--- src/rtl/rbst_pkg.sv ---
// Shared types, constants and arithmetic helpers for the ray-box slab test.
`timescale 1ns / 1ps
`default_nettype none
package rbst_pkg;

    localparam int COORD_W   = 32;
    localparam int FRAC_BITS = 16;
    localparam int DIR_W     = 21;
    localparam int NAXES     = 3;
    localparam int NLANES    = 2 * NAXES;
    localparam int DIFF_W    = COORD_W + 1;
    localparam int NUM_W     = DIFF_W + FRAC_BITS;
    localparam int BPS       = 4;
    localparam int NSTG      = (NUM_W + BPS - 1) / BPS;
    localparam int QW        = NSTG * BPS;
    localparam int IN_W      = 9 * 32 + 64 + 64;
    localparam int OUT_W     = 8;
    localparam int QDEPTH    = 4;
    localparam int QPTR_W    = $clog2(QDEPTH);

    localparam logic [QW-1:0] SAT_POS = (QW'(1) << (COORD_W - 1)) - QW'(1);
    localparam logic [QW-1:0] SAT_NEG = QW'(1) << (COORD_W - 1);

    typedef logic signed [COORD_W-1:0] coord_t;

    typedef struct packed {
        logic [DIFF_W-1:0] mag;
        logic              neg;
    } lane_t;

    typedef struct packed {
        logic [DIR_W-1:0] dmag;
        logic             dzero;
        logic             zok;
    } axis_t;

    typedef struct packed {
        lane_t [NLANES-1:0] lane;
        axis_t [NAXES-1:0]  axis;
        coord_t             lo;
        coord_t             hi;
    } item_t;

    typedef struct packed {
        logic [QW-1:0]    nq;
        logic [DIR_W-1:0] rem;
        logic             neg;
    } div_t;

    typedef struct packed {
        div_t  [NLANES-1:0] dv;
        axis_t [NAXES-1:0]  axis;
        coord_t             lo;
        coord_t             hi;
    } pipe_t;

    function automatic div_t div_step(div_t s, logic [DIR_W-1:0] d);
        div_t        r;
        logic [DIR_W:0] r2;
        logic        qb;
        r = s;
        for (int i = 0; i < BPS; i++)
        begin
            r2 = {r.rem, r.nq[QW-1]};
            qb = (r2 >= {1'b0, d});
            if (qb)
            begin
                r2 = r2 - {1'b0, d};
            end
            r.rem = r2[DIR_W-1:0];
            r.nq  = {r.nq[QW-2:0], qb};
        end
        return r;
    endfunction

    function automatic coord_t sat_quot(div_t s);
        coord_t v;
        if (s.neg)
        begin
            if (s.nq > SAT_NEG)
            begin
                v = coord_t'(SAT_NEG[COORD_W-1:0]);
            end
            else
            begin
                v = -coord_t'(s.nq[COORD_W-1:0]);
            end
        end
        else
        begin
            if (s.nq > SAT_POS)
            begin
                v = coord_t'(SAT_POS[COORD_W-1:0]);
            end
            else
            begin
                v = coord_t'(s.nq[COORD_W-1:0]);
            end
        end
        return v;
    endfunction

endpackage
`default_nettype wire

--- src/rtl/rbst_queue.sv ---
// Short queue of classified items between the front and back parts.
`timescale 1ns / 1ps
`default_nettype none
module rbst_queue
(
    input  wire logic            clk,
    input  wire logic            rst_n,
    input  wire logic            in_valid,
    output      logic            in_ready,
    input  wire rbst_pkg::item_t in_item,
    output      logic            out_valid,
    input  wire logic            out_ready,
    output      rbst_pkg::item_t out_item
);
    import rbst_pkg::*;

    item_t             mem_reg [QDEPTH];
    logic [QPTR_W-1:0] wr_ptr_reg;
    logic [QPTR_W-1:0] rd_ptr_reg;
    logic [QPTR_W:0]   count_reg;
    logic [QPTR_W:0]   count_next;
    logic              push;
    logic              pop;

    assign in_ready  = (count_reg != (QPTR_W + 1)'(QDEPTH));
    assign out_valid = (count_reg != '0);
    assign out_item  = mem_reg[rd_ptr_reg];
    assign push      = in_valid && in_ready;
    assign pop       = out_valid && out_ready;

    always_comb
    begin
        count_next = count_reg;
        if (push && !pop)
        begin
            count_next = count_reg + 1'b1;
        end
        else if (pop && !push)
        begin
            count_next = count_reg - 1'b1;
        end
    end

    always_ff @(posedge clk or negedge rst_n)
    begin
        if (!rst_n)
        begin
            wr_ptr_reg <= '0;
            rd_ptr_reg <= '0;
            count_reg  <= '0;
        end
        else
        begin
            if (push)
            begin
                wr_ptr_reg <= wr_ptr_reg + 1'b1;
            end
            if (pop)
            begin
                rd_ptr_reg <= rd_ptr_reg + 1'b1;
            end
            count_reg <= count_next;
        end
    end

    always_ff @(posedge clk)
    begin
        if (push)
        begin
            mem_reg[wr_ptr_reg] <= in_item;
        end
    end

`ifndef SYNTH
    a_count_range: assert property (@(posedge clk) disable iff (!rst_n)
        count_reg <= (QPTR_W + 1)'(QDEPTH))
        else $error("queue count out of range");
    a_ptr_gap: assert property (@(posedge clk) disable iff (!rst_n)
        (count_reg == '0 || count_reg == (QPTR_W + 1)'(QDEPTH)) |-> wr_ptr_reg == rd_ptr_reg)
        else $error("queue pointers disagree with count");
    a_valid_holds: assert property (@(posedge clk) disable iff (!rst_n)
        out_valid && !out_ready |=> out_valid)
        else $error("queue output dropped while stalled");
`endif

endmodule
`default_nettype wire

--- config.mk ---
export PLATFORM = sky130hd
export DESIGN_NAME = rbst_queue
export DESIGN_NICKNAME = d
export VERILOG_FILES = /design/src/rtl/rbst_pkg.sv /design/src/rtl/rbst_queue.sv
export SDC_FILE = /design/constraint.sdc
export NUM_CORES = 1
export LEC_CHECK = 0
export BUFFER_PORTS_ARGS = -buffer_cell sky130_fd_sc_hd__clkbuf_2
export CAP_MARGIN = 5
export CORE_ASPECT_RATIO = 0.5
export CORE_MARGIN = 2
export CORE_UTILIZATION = 57
export CTS_CLUSTER_SIZE = 10
export DETAILED_ROUTE_END_ITERATION = 10
export PLACE_DENSITY = 0.91
export RECOVER_POWER = 100
export SETUP_SLACK_MARGIN = 0.4
export SLEW_MARGIN = 20
export SYNTH_ARGS = -nofsm -noshare
export SYNTH_HDL_FRONTEND = slang
export SYNTH_SLANG_ARGS = --single-unit
--- constraint.sdc ---
create_clock -name clk -period 10.1 [get_ports clk]
set_input_delay 1.01 -clock clk [delete_from_list [all_inputs] [get_ports clk]]
set_output_delay 1.01 -clock clk [all_outputs]
set_load 0.02 [all_outputs]
==> results.txt <==
The run finished, with violations left. The checks that failed: max-capacitance violations, max-slew violations. The total of buffers placed on input and output ports is 679. After the flow finishes, the layout carries non-filler instances totaling 3827.

Sorting the synthesized cells by area gives the leading types as sky130_fd_sc_hd__edfxtp_1, sky130_fd_sc_hd__mux4_2, sky130_fd_sc_hd__buf_6, sky130_fd_sc_hd__buf_8, sky130_fd_sc_hd__buf_2. In this run the vertical extent of the chip is 211.6 um. The count of endpoints failing hold in the final timing report is 0. The nature of the critical path endpoint is a flip-flop. Counting every sink on the clock net gives 1355. The placeable core region is 0.08568 mm^2.

The area of the die came out at 0.08870 mm^2. The share of the Yosys chip area taken by registers is 0.8275. The post-synthesis instance area came out at 0.04913 mm^2. On the critical path the largest part of the delay comes from simple AND/OR/NAND/NOR gates. The most critical setup path has its startpoint at count_reg[0]$_DFFE_PN0P_.

The tool flagged a number of max-cap violations equal to 8. The worst-case headroom to the max-slew limit came out at -2.600. For this block, the routed nets add up to 126800 um of wire. The I/O pin total came out at 680.

The min-delay analysis places its worst path in the category in2async. The total overflow reported by the global router is 0. The final period demand of the worst path came out at 7089 ps.

The startpoint of the worst register-to-register path is count_reg[0]$_DFFE_PN0P_. In the routed layout, each cell is associated on average with a via count of 6.293. The quantity of gates resized following cts came out at 0. For this run, the post-layout net count is 2925.

For this run, the detailed router's first-pass iteration total came to 5. The most used flip-flop cell after synthesis is sky130_fd_sc_hd__edfxtp_1. The overall via count from detail_route came out at 24090. The number of logic stages on the critical path including buffering came out at 4. For this configuration, the core starts out at a cell density of 0.5734. Dividing the final minimum period by the clock period gives 0.7019. Summed over all failing endpoints, the final setup total negative slack is 0 ps. The largest stage delay on the critical path is 3910 ps. The number of flip-flops in the largest register is 1348. After detailed routing, the average wire length per cell comes to 33.12 um. The ratio of total power to cell area is 324.5 mW/mm^2. TritonCTS built the clock tree. The first-pass GRT wire length is 174600 um. In this run the worst setup path terminates at mem_reg[0][125]$_DFFE_PP_. Setup repair after global routing left no endpoint under its margin. The count of buffering cells on the critical path with inverters included is 1.

The count of fill cells added during filler insertion is 5302. After detailed routing, the number of remaining DRC violations is 0. For this block, the initial DRC count from the detailed router was 3032.

In the synthesized netlist the async set-or-reset flop fraction comes to 0.005166. In this run, synthesis produced a sequential element count of 1355. The data required time at the worst endpoint came out at 10440 ps.

The fraction of layout instances using a drive strength above 1 came out at 0.2063. The worst-skew pair later-pin latency came out at 750 ps. The die span in x came out at 419.2 um. After clock tree synthesis, the clock-pin slew on the worst setup and hold paths is 60 ps. The type of the worst setup path is reg2reg. The count of pins over their slew limit came out at 339. The mean instance size in the synthesized netlist is 27.36 um^2. The count of hold-fix buffers inserted at cts came out at 0. The number of antenna violations at the first check in global routing was 49. Counting cells, the worst reg-to-reg path comes to 4.

In this run the static leakage power is 0.01766 uW. The unique cell type count in the Yosys netlist came out at 20. The aggregate global-route resource usage is 0.2808. The register-to-register setup slack is 3010 ps.

The total half-perimeter wirelength after legalization and detailed placement is 73190 um. The cell sitting at the root of the clock tree is a sky130_fd_sc_hd__clkbuf_16. Of all nets on the critical path, the largest fanout is 73. The endpoint identified for the worst register-to-register timing path is mem_reg[0][125]$_DFFE_PP_. The number of global-route vias before repair is 25090. The maximum clock skew at final layout is 26.98 ps.

The synthesis-to-finish area growth is 16.07%. The count of yosys warnings during synthesis came out at 0. The number of instances in the synthesized netlist came out at 1796. Yosys mapped a number of flops with a built-in enable equal to 1348. The floorplan has 76 rows.

The number of nets in the synthesized netlist is 2143. The number of clock buffers inserted by TritonCTS came out at 154. The H-tree depth came out at 4. Derived from the worst setup path, the maximum achievable clock frequency is 141.1 MHz. The area fraction of the dominant cell type after synthesis is 0.8239. The weighted congestion at the end of routability-driven global placement came out at 0.8746. No sink is reached through more buffers than the 3 on the longest clock path. Setup violations remaining at the end of the flow were counted as 0. The critical path goes through nor2_1, a21boi_0, and2_0, buf_4.

The post-CTS setup repair buffer count came out at 0. The slowest cell on the critical path is sky130_fd_sc_hd__and2_0. The worst supply voltage drop on vdd is 0.0002645 V.

The count of nets left with antenna violations once routing finished came out at 0. The data arrival time of the critical path came out at 7430 ps. The worst setup path is launched from a flip-flop. The synthesized design spends more area on one cell type than any other, namely sky130_fd_sc_hd__edfxtp_1.

The pin count of the biggest net entering global routing is 173. The post-placement cell count came out at 3591. At the pin with the least slew margin, the transition time is 5399 ps.
[how the worst min path moves through the flow]
| stage | start | depth (start not counted) | endpoint | slack, ps |
|---|---|---|---|---|
| floorplan | count_reg[2]$_DFFE_PN0P_ | 1 | count_reg[2]$_DFFE_PN0P_ | 490 |
| global placement | count_reg[2]$_DFFE_PN0P_ | 1 | count_reg[2]$_DFFE_PN0P_ | 510 |
| detailed placement | count_reg[2]$_DFFE_PN0P_ | 1 | count_reg[2]$_DFFE_PN0P_ | 550 |
| CTS | rst_n | 1 | count_reg[0]$_DFFE_PN0P_ | 70 |
| global route | rst_n | 1 | rd_ptr_reg[1]$_DFFE_PN0P_ | 200 |
| finish | rst_n | 1 | rd_ptr_reg[1]$_DFFE_PN0P_ | 200 |
[cell families (layout without fill, tap and decap cells)]
| logic type | after synthesis | count (layout) | share of synthesized area |
|---|---|---|---|
| flip-flops | 1355 | 1355 | 0.8275 |
| other | 0 | 54 | 0 |
| AND/OR/NAND/NOR | 10 | 10 | 0.001044 |
| buffers and inverters | 79 | 886 | 0.01357 |
| AO/OA/AOI/OAI | 1 | 1 | 0.0002292 |
| adder cells (fa/ha/maj) | 6 | 6 | 0.001681 |
| multiplexers | 339 | 339 | 0.1549 |
| XOR/XNOR | 6 | 6 | 0.001070 |
[layout by cell type (no fill, tap or decap), types with 2 or more instances in the layout]
cell and instances:
sky130_fd_sc_hd__and2_0 4, sky130_fd_sc_hd__buf_12 6, sky130_fd_sc_hd__buf_4 11, sky130_fd_sc_hd__buf_6 3, sky130_fd_sc_hd__clkbuf_1 685, sky130_fd_sc_hd__clkbuf_16 155, sky130_fd_sc_hd__clkbuf_2 7, sky130_fd_sc_hd__clkinv_16 2
sky130_fd_sc_hd__dfrtp_1 6, sky130_fd_sc_hd__diode_2 54, sky130_fd_sc_hd__edfxtp_1 1348, sky130_fd_sc_hd__ha_1 5, sky130_fd_sc_hd__inv_1 3, sky130_fd_sc_hd__inv_16 2, sky130_fd_sc_hd__inv_6 8, sky130_fd_sc_hd__mux4_2 337
sky130_fd_sc_hd__nand2_1 2, sky130_fd_sc_hd__nor2_1 2, sky130_fd_sc_hd__xnor2_1 4, sky130_fd_sc_hd__xor2_1 2
[cells in the mapped netlist, types with 2 or more instances]
master and n:
sky130_fd_sc_hd__xor2_1 2, sky130_fd_sc_hd__mux2_2 2, sky130_fd_sc_hd__ha_1 5, sky130_fd_sc_hd__edfxtp_1 1348, sky130_fd_sc_hd__clkbuf_1 3, sky130_fd_sc_hd__dfrtp_1 7, sky130_fd_sc_hd__buf_6 23, sky130_fd_sc_hd__inv_1 3
sky130_fd_sc_hd__buf_2 35, sky130_fd_sc_hd__xnor2_1 4, sky130_fd_sc_hd__buf_4 2, sky130_fd_sc_hd__and2_1 4, sky130_fd_sc_hd__mux4_2 337, sky130_fd_sc_hd__buf_8 13, sky130_fd_sc_hd__nand2_1 2, sky130_fd_sc_hd__nor2_1 2
[metrics by stage]
| stage | total power (uW) | util | worst slack, ps | cell area, um^2 | hold WS, ps |
|---|---|---|---|---|---|
| after floorplan | 12160 | - | 411.8 | 49130 | 492.6 |
| after global placement | 13540 | 0.6254 | 5740 | 53580 | 513.5 |
| after detailed placement | 13760 | 0.6254 | 5710 | 53580 | 550.7 |
| after CTS | 18740 | 0.6738 | 4883 | 57730 | 70.75 |
| after global routing | 19010 | 0.6654 | 2382 | 57010 | 196.5 |
| final | 18500 | 0.6656 | 3011 | 57030 | 199.2 |
[cell type report]
cell class	instances	area, um^2	share of cell area
sequential	1355	40660	0.7130
multi-input combinational	362	7806	0.1369
clock buffer	165	3916	0.06868
timing repair buffer	702	2805	0.04919
tap	1170	1464	0.02567
clock inverter	16	230.2	0.004037
antenna	54	135.1	0.002370
inverter	3	11.26	0.0001975
[report_power, final]
group / internal (uW) / leakage [uW] / switching (uW) / total [uW]
clock: 2760 / 0.00203 / 2090 / 4850
combinational: 1930 / 0.00320 / 3830 / 5760
sequential: 7480 / 0.0124 / 410 / 7890
total: 12200 / 0.0177 / 6340 / 18500
[per-layer routing]
layer | up-vias | global-route usage | part of all wire
li1 | 9418 | - | -
met1 | 12460 | 0.3115 | 0.31
met4 | 8 | 0.2335 | 0.091
met5 | - | 0 | 0.00054
met3 | 529 | 0.05306 | 0.067
met2 | 1667 | 0.4773 | 0.53
(Power assumes the default switching activity.)
