**src/rtl/rbst_pkg.sv**
```systemverilog
// Shared types, constants and arithmetic helpers for the ray-box slab test.
`timescale 1ns / 1ps
`default_nettype none
package rbst_pkg;

    localparam int COORD_W   = 32;
    localparam int FRAC_BITS = 16;
    localparam int DIR_W     = 21;
    localparam int NAXES     = 3;
    localparam int NLANES    = 2 * NAXES;
    localparam int DIFF_W    = COORD_W + 1;
    localparam int NUM_W     = DIFF_W + FRAC_BITS;
    localparam int BPS       = 4;
    localparam int NSTG      = (NUM_W + BPS - 1) / BPS;
    localparam int QW        = NSTG * BPS;
    localparam int IN_W      = 9 * 32 + 64 + 64;
    localparam int OUT_W     = 8;
    localparam int QDEPTH    = 4;
    localparam int QPTR_W    = $clog2(QDEPTH);

    localparam logic [QW-1:0] SAT_POS = (QW'(1) << (COORD_W - 1)) - QW'(1);
    localparam logic [QW-1:0] SAT_NEG = QW'(1) << (COORD_W - 1);

    typedef logic signed [COORD_W-1:0] coord_t;

    typedef struct packed {
        logic [DIFF_W-1:0] mag;
        logic              neg;
    } lane_t;

    typedef struct packed {
        logic [DIR_W-1:0] dmag;
        logic             dzero;
        logic             zok;
    } axis_t;

    typedef struct packed {
        lane_t [NLANES-1:0] lane;
        axis_t [NAXES-1:0]  axis;
        coord_t             lo;
        coord_t             hi;
    } item_t;

    typedef struct packed {
        logic [QW-1:0]    nq;
        logic [DIR_W-1:0] rem;
        logic             neg;
    } div_t;

    typedef struct packed {
        div_t  [NLANES-1:0] dv;
        axis_t [NAXES-1:0]  axis;
        coord_t             lo;
        coord_t             hi;
    } pipe_t;

    function automatic div_t div_step(div_t s, logic [DIR_W-1:0] d);
        div_t        r;
        logic [DIR_W:0] r2;
        logic        qb;
        r = s;
        for (int i = 0; i < BPS; i++)
        begin
            r2 = {r.rem, r.nq[QW-1]};
            qb = (r2 >= {1'b0, d});
            if (qb)
            begin
                r2 = r2 - {1'b0, d};
            end
            r.rem = r2[DIR_W-1:0];
            r.nq  = {r.nq[QW-2:0], qb};
        end
        return r;
    endfunction

    function automatic coord_t sat_quot(div_t s);
        coord_t v;
        if (s.neg)
        begin
            if (s.nq > SAT_NEG)
            begin
                v = coord_t'(SAT_NEG[COORD_W-1:0]);
            end
            else
            begin
                v = -coord_t'(s.nq[COORD_W-1:0]);
            end
        end
        else
        begin
            if (s.nq > SAT_POS)
            begin
                v = coord_t'(SAT_POS[COORD_W-1:0]);
            end
            else
            begin
                v = coord_t'(s.nq[COORD_W-1:0]);
            end
        end
        return v;
    endfunction

endpackage
`default_nettype wire

```
**src/rtl/rbst_front.sv**
```systemverilog
// Front part: unpacks an input transfer and classifies each axis and slab bound.
`timescale 1ns / 1ps
`default_nettype none
module rbst_front
(
    input  wire logic [rbst_pkg::IN_W-1:0] tdata,
    output rbst_pkg::item_t                item
);
    import rbst_pkg::*;

    coord_t                   bnd [NLANES];
    coord_t                   org [NAXES];
    logic signed [DIR_W-1:0]  dir [NAXES];
    logic signed [DIFF_W-1:0] diff [NLANES];
    coord_t                   bmin;
    coord_t                   bmax;

    always_comb
    begin
        item = '0;
        for (int l = 0; l < NLANES; l++)
        begin
            bnd[l] = coord_t'(tdata[l*32 +: COORD_W]);
        end
        for (int a = 0; a < NAXES; a++)
        begin
            org[a] = coord_t'(tdata[(6 + a)*32 +: COORD_W]);
            dir[a] = tdata[288 + a*DIR_W +: DIR_W];
        end
        item.lo = coord_t'(tdata[352 +: COORD_W]);
        item.hi = coord_t'(tdata[384 +: COORD_W]);
        bmin = '0;
        bmax = '0;
        for (int l = 0; l < NLANES; l++)
        begin
            diff[l] = DIFF_W'(bnd[l]) - DIFF_W'(org[l / 2]);
            item.lane[l].mag = diff[l][DIFF_W-1] ? DIFF_W'(-diff[l]) : DIFF_W'(diff[l]);
            item.lane[l].neg = diff[l][DIFF_W-1] ^ dir[l / 2][DIR_W-1];
        end
        for (int a = 0; a < NAXES; a++)
        begin
            item.axis[a].dmag  = dir[a][DIR_W-1] ? DIR_W'(-dir[a]) : DIR_W'(dir[a]);
            item.axis[a].dzero = (dir[a] == '0);
            bmin = (bnd[2*a] < bnd[2*a+1]) ? bnd[2*a] : bnd[2*a+1];
            bmax = (bnd[2*a] < bnd[2*a+1]) ? bnd[2*a+1] : bnd[2*a];
            item.axis[a].zok = !item.axis[a].dzero || (org[a] >= bmin && org[a] <= bmax);
        end
    end

endmodule
`default_nettype wire

```
**config.mk**
```make
export PLATFORM = sky130hd
export DESIGN_NAME = rbst_front
export DESIGN_NICKNAME = d
export VERILOG_FILES = /design/src/rtl/rbst_pkg.sv /design/src/rtl/rbst_front.sv
export SDC_FILE = /design/constraint.sdc
export NUM_CORES = 1
export LEC_CHECK = 0
export BUFFER_PORTS_ARGS = -buffer_cell sky130_fd_sc_hd__buf_2
export CAP_MARGIN = 20
export CORE_ASPECT_RATIO = 1.5
export CORE_MARGIN = 2
export CORE_UTILIZATION = 25
export DETAILED_ROUTE_END_ITERATION = 12
export PLACE_DENSITY = 0.53
export SLEW_MARGIN = 20
export SYNTH_ARGS = -nofsm -noshare
export SYNTH_HDL_FRONTEND = slang
export SYNTH_SLANG_ARGS = --single-unit
```
**constraint.sdc**
```tcl
create_clock -name vclk -period 6.2
set_clock_uncertainty 0.2 [all_clocks]
set_input_delay 0.31 -clock vclk [all_inputs]
set_output_delay 0.31 -clock vclk [all_outputs]
set_load 0.005 [all_outputs]
```
==> results of run 1 <==
## path summary, 6_finish.rpt
check	slack, ns	cells past startpoint	to
min	0.42	0	item[15]
max	0.33	27	item[110]
## repair_timing
| item | CTS | global route |
|---|---|---|
| hold buffers | 0 | 0 |
| endpoints found under the hold margin | 0 | 0 |
| pin swaps | 0 | 1 |
| resized for setup | 1 | 2 |
| endpoints found under the setup margin | 1 | 2 |
## logic make-up after synthesis
| logic type | count (synthesis) |
|---|---|
| simple gates | 1042 |
| xor+xnor | 371 |
| buf+inv | 461 |
| mux | 203 |
| compound gates | 1146 |
| fa+ha+maj | 492 |
## where the power goes
group,total (W),switching [W],internal (W)
registers,0,0,0
clock network,0.0000000000434,0,0.0000000000434
logic,0.00434,0.00255,0.00179
total,0.00434,0.00255,0.00179
## cell type report
cell class                 count  area, µm²  area share (%)
multi-input combinational   3254      24650           79.64
timing repair buffer         667       3471           11.21
tap                         1406       1759           5.683
inverter                     284       1066           3.444
antenna                        2      5.005         0.01617
## stage by stage
stage	cell area, µm²	power [W]	instances	TNS, ns
floorplan	26590	0.002722	3715	0
global placement	30930	0.004292	5611	-0.07550
detailed placement	30930	0.004305	5611	-0.02614
CTS	30930	0.004333	5611	0
global route	30950	0.004753	5613	0
finish	30950	0.004343	5613	0
## routing by layer
layer | up-vias | part of all wire [%]
met4 | 0 | 4.6
met5 | - | 0
li1 | 14739 | -
met2 | 954 | 51
met1 | 13952 | 40
met3 | 192 | 4.5
## cell usage after synthesis (all sizes together), types with 15 or more instances
cell and instances:
ha 486, a21oi 297, inv 284, nand2 257, xnor2 251, o21ai 230
mux2i 199, nor2 196, a21o 183, xor2 120, buf 94, nand4 90
clkbuf 83, nor3 79, nand3 77, a211oi 52, a31oi 50, nor2b 48
nand2b 46, o31ai 43, and2 41, or3 41, o21a 39, and3 36
o211ai 36, nor4 30, or2 23, a211o 18, o21bai 16, nor3b 15
o41ai 15
==> insert_results.sql, run 1 <==
INSERT INTO impl_metrics (metric_group, metric, value, unit) VALUES
('critical_path', 'critPathCaptureType', 'primary output', ''),
('synthesis', 'synth_xor_xnor_area_share', '12.25', '%'),
('placement', 'buffer_ports.inserted', '624', ''),
('synthesis', 'post_synth_inst_count', '3715', ''),
('synthesis', 'post_synth_fa_ha_maj_area_fraction', '23.32', '%'),
('die', 'num_io_pins', '753', ''),
('grt', 'grt_start_max_net_pins', '55', ''),
('synthesis', 'synth_top_cell_area_share', '22.87', '%'),
('sta', 'max_slew.worst_pin.slew', '1.163', 'ns'),
('sta', 'crit_path_setup_slack_layout', '0.3325', 'ns'),
('synthesis', 'avg_cell_area_syn', '7.159', 'µm²'),
('grt', 'grt_use_total', '18.70', '%'),
('synthesis', 'yosys.area.top_type', 'ha_1', ''),
('finish', 'seq_cell_count', '0', ''),
('status', 'run_status', 'completed', ''),
('finish', 'layout.core_utilization', '29.32', '%'),
('power', 'vdd_ir_drop_max', '0.08646', 'mV'),
('finish', 'sequential_cell_area', '0', 'µm²'),
('placement', 'gp_congestion', '0.9312', ''),
('grt', 'met2_resource_use_gr', '35.90', '%'),
('sta', 'grt_setup_unrepaired', 'false', ''),
('finish', 'area_growth_from_synthesis_to_layout', '16.39', '%'),
('grt', 'grtUsageMet3', '1.752', '%'),
('synthesis', 'synth_fp_nets', '4623', ''),
('grt', 'globalRouteMet1Util', '20.89', '%'),
('sta', 'maxClockFrequency', '170.4', 'MHz'),
('sta', 'hold-worst-slack', '0.4200', 'ns'),
('die', 'fp.coreArea', '0.1056', 'mm²'),
('die', 'dieHeight', '403.5', 'µm'),
('critical_path', 'startpoint_of_the_worst_setup_timing_path', 'tdata[161]', ''),
('route', 'num_vias', '29837', ''),
('grt', 'grt_antenna_before_repair', '5', ''),
('synthesis', 'post_synth_and_or_nand_nor_area_fraction', '20.41', '%'),
('sta', 'hold_viol_final', '0', ''),
('sta', 'timing_max_transition_violations_final', '0', ''),
('power', 'leakagePower', '15.30', 'nW'),
('critical_path', 'critPathTopFamily', 'compound AO/OA/AOI/OAI gates', ''),
('synthesis', 'synthMuxAreaShare', '7.659', '%'),
('finish', 'final_nets', '5115', ''),
('synthesis', 'synth_warnings', '0', ''),
('finish', 'mostFrequentLayoutCell', 'buf_2', ''),
('worst_hold_path', 'worstHoldPathType', 'input port to primary output', ''),
('synthesis', 'synth.top_cells.by_area', 'ha_1 23%, xnor2_1 8.3%, mux2i_1 7.5%', ''),
('die', 'placementRows', '146', ''),
('critical_path', 'crit_type', 'input port to primary output', ''),
('critical_path', 'critPathArrivalTime', '5.36', 'ns'),
('worst_hold_path', 'min-delay-start', 'tdata[399]', ''),
('grt', 'grt.overflow.total', '0', ''),
('grt', 'grt_first_pass_wirelength', '163800', 'µm'),
('sta', 'final-setup-viol-count', '0', ''),
('route', 'detailedRoute.firstIterationViolations', '1973', ''),
('finish', 'fillers', '11863', ''),
('cts', 'postCtsSetupBuffers', '0', ''),
('critical_path', 'critical_path.most_common_cell', 'a21o_1', ''),
('route', 'routed_wirelength', '109300', 'µm'),
('placement', 'dp_hpwl', '97240', 'µm'),
('finish', 'final_cell_mix', '624 x buf_2, 486 x ha_1, 293 x a21oi_1, 284 x inv_1, 257 x nand2_1', ''),
('grt', 'top_usage_layer', 'met2', ''),
('power', 'power-per-cell-area', '140.3', 'mW/mm²'),
('synthesis', 'syn_area', '0.02659', 'mm²'),
('route', 'route.antenna.remaining_nets', '0', ''),
('finish', 'layout_cells_sized_above_1', '18.07', '%'),
('sta', 'final.min_clock_period', '5.868', 'ns'),
('route', 'drt-pass1-iter-count', '6', ''),
('die', 'start_util', '25.19', '%'),
('synthesis', 'synth_top_family_by_area', 'compound AO/OA/AOI/OAI gates', ''),
('finish', 'clock_buffer_count', '0', ''),
('grt', 'first_global_vias', '29261', ''),
('die', 'die-width', '270.3', 'µm'),
('run', 'drv.max_cap_violation_count', '0', ''),
('sta', 'relative_slew_slack', '21.47', '%');
Power figures use the tool's default switching activity.
==> run 2, diff against run 1 <==
- MAX_ROUTING_LAYER: not set -> met4
- clock period: 6.2 -> 6 ns (I/O delays scaled with it)
==> run 2 against run 1 <==
  * Core utilization is essentially flat
  * Worst hold slack lost 0.020 ns
  * Critical path depth is the same
  * Design area is essentially flat
  * Final cell count is essentially flat
  * Sequential cell count is the same
  * Non-clock buffer count shrank 2
  * Worst setup slack lost 0.0053 ns
==> insert_results.sql, run 2 (same netlist as run 1, synthesis figures left out) <==
INSERT INTO impl_metrics (metric_group, metric, value, unit) VALUES
('route', 'num_vias', '29539', ''),
('placement', 'dp_hpwl', '96600', 'µm'),
('route', 'vias_per_cell', '5.262', ''),
('finish', 'sequential_cell_area', '0', 'µm²'),
('die', 'start_util', '25.19', '%'),
('grt', 'grt_first_pass_wirelength', '162900', 'µm'),
('finish', 'fillers', '11928', ''),
('finish', 'final_area', '0.03098', 'mm²'),
('sta', 'timing_max_transition_violations_final', '0', ''),
('die', 'fp.coreArea', '0.1056', 'mm²'),
('grt', 'grt_antenna_before_repair', '7', ''),
('die', 'die-width', '270.3', 'µm'),
('route', 'detailedRoute.firstIterationViolations', '1673', ''),
('grt', 'first_global_vias', '29045', ''),
('sta', 'final.min_clock_period', '5.673', 'ns'),
('run', 'drv.max_cap_violation_count', '0', ''),
('placement', 'post-place-cells', '5606', ''),
('finish', 'final_nets', '5113', ''),
('grt', 'grt_use_total', '19.16', '%'),
('finish', 'mostFrequentLayoutCell', 'buf_2', ''),
('route', 'route.antenna.remaining_nets', '0', ''),
('grt', 'grt.overflow.total', '0', ''),
('die', 'placementRows', '146', ''),
('finish', 'layout_cells_sized_above_1', '18.03', '%'),
('route', 'drt-pass1-iter-count', '8', ''),
('sta', 'final.period_utilization', '94.55', '%'),
('route', 'route.detailed.wl_per_inst', '19.33', 'µm'),
('die', 'dieHeight', '403.5', 'µm'),
('worst_hold_path', 'worstHoldPathType', 'input port to primary output', ''),
('sta', 'relative_slew_slack', '23.88', '%'),
('finish', 'fin_cells', '5614', ''),
('die', 'num_io_pins', '753', ''),
('grt', 'grt_start_max_net_pins', '28', ''),
('sta', 'setup_total_negative_slack', '0', 'ns'),
('critical_path', 'crit_type', 'input port to primary output', ''),
('route', 'drc', '0', ''),
('finish', 'seq_cell_count', '0', ''),
('placement', 'buffer_ports.inserted', '624', ''),
('sta', 'max_slew.worst_pin.slew', '1.138', 'ns'),
('sta', 'grt_setup_unrepaired', 'false', ''),
('sta', 'maxClockFrequency', '176.3', 'MHz'),
('critical_path', 'critPathArrivalTime', '5.17', 'ns'),
('critical_path', 'crit_path_required_time', '5.50', 'ns'),
('critical_path', 'worst_setup_path_start_kind', 'input port', ''),
('finish', 'area_growth_from_synthesis_to_layout', '16.48', '%'),
('placement', 'gp_congestion', '0.9550', ''),
('critical_path', 'critPathCaptureType', 'primary output', ''),
('route', 'routed_wirelength', '108500', 'µm'),
('status', 'run_status', 'completed', ''),
('placement', 'placement.cell_area', '0.03090', 'mm²'),
('sta', 'final-setup-viol-count', '0', ''),
('finish', 'clock_buffer_count', '0', ''),
('die', 'die_area', '0.1091', 'mm²'),
('finish', 'final_cell_mix', '624 x buf_2, 486 x ha_1, 293 x a21oi_1, 284 x inv_1, 257 x nand2_1', ''),
('sta', 'hold_viol_final', '0', ''),
('critical_path', 'critPathMaxFanout', '15', '');
run 2: routing by layer:
metal  global-route usage [%]  routed length, µm  share of wire [%]
met1                    21.12              43540                 40
met2                    35.37              55490                 51
met3                    1.503               4429                4.1
met4                    7.861               5085                4.7
met5                        -                  0                  0
run 2: worst paths after layout:
path  slack, ns       start  cells after the start       end
max        0.33   tdata[41]                     27  item[64]
min        0.40  tdata[399]                      0  item[15]
run 2: worst max-delay path, cell delays in order:
cell and delay, ns:
buf_2 0.13, inv_1 0.05, ha_1 0.28, a21o_1 0.18, a21o_1 0.17, a21o_1 0.17, a21o_1 0.17, a21oi_1 0.12
o21ai_0 0.09, a21oi_1 0.30, nor2_1 0.12, o21ai_4 0.31, buf_4 0.34, mux2i_1 0.12, ha_1 0.19, a21o_1 0.18
a21o_1 0.17, a21o_1 0.18, a21oi_1 0.15, nor2b_1 0.06, o211ai_1 0.16, a211oi_1 0.09, a2111oi_0 0.43, buf_4 0.21
a21oi_1 0.06, a211oi_1 0.26, buf_2 0.16
run 2: area by class of cell:
| class | count | area (µm²) | share of cell area (%) |
|---|---|---|---|
| inverter | 284 | 1066 | 3.441 |
| antenna | 5 | 12.51 | 0.04039 |
| timing repair buffer | 665 | 3481 | 11.24 |
| tap | 1406 | 1759 | 5.679 |
| multi-input combinational | 3254 | 24660 | 79.60 |
run 2: per-stage QoR:
| stage | hold WS, ns | setup slack (ns) | util [%] |
|---|---|---|---|
| after floorplan | 0.4334 | 0.6752 | - |
| after global placement | 0.4000 | -0.01698 | 29.27 |
| after detailed placement | 0.4000 | -0.02294 | 29.27 |
| after CTS | 0.4000 | 0.1026 | 29.27 |
| after global routing | 0.4000 | 0.02444 | 29.33 |
| final | 0.4000 | 0.3271 | 29.34 |
run 2: timing repair:
| item | 4_1_cts | 5_1_grt |
|---|---|---|
| hold buffers | 0 | 0 |
| setup endpoints to repair | 1 | 2 |
| resized for setup | 1 | 3 |
| buffers inserted | 0 | 3 |
| pin swaps | 0 | 2 |
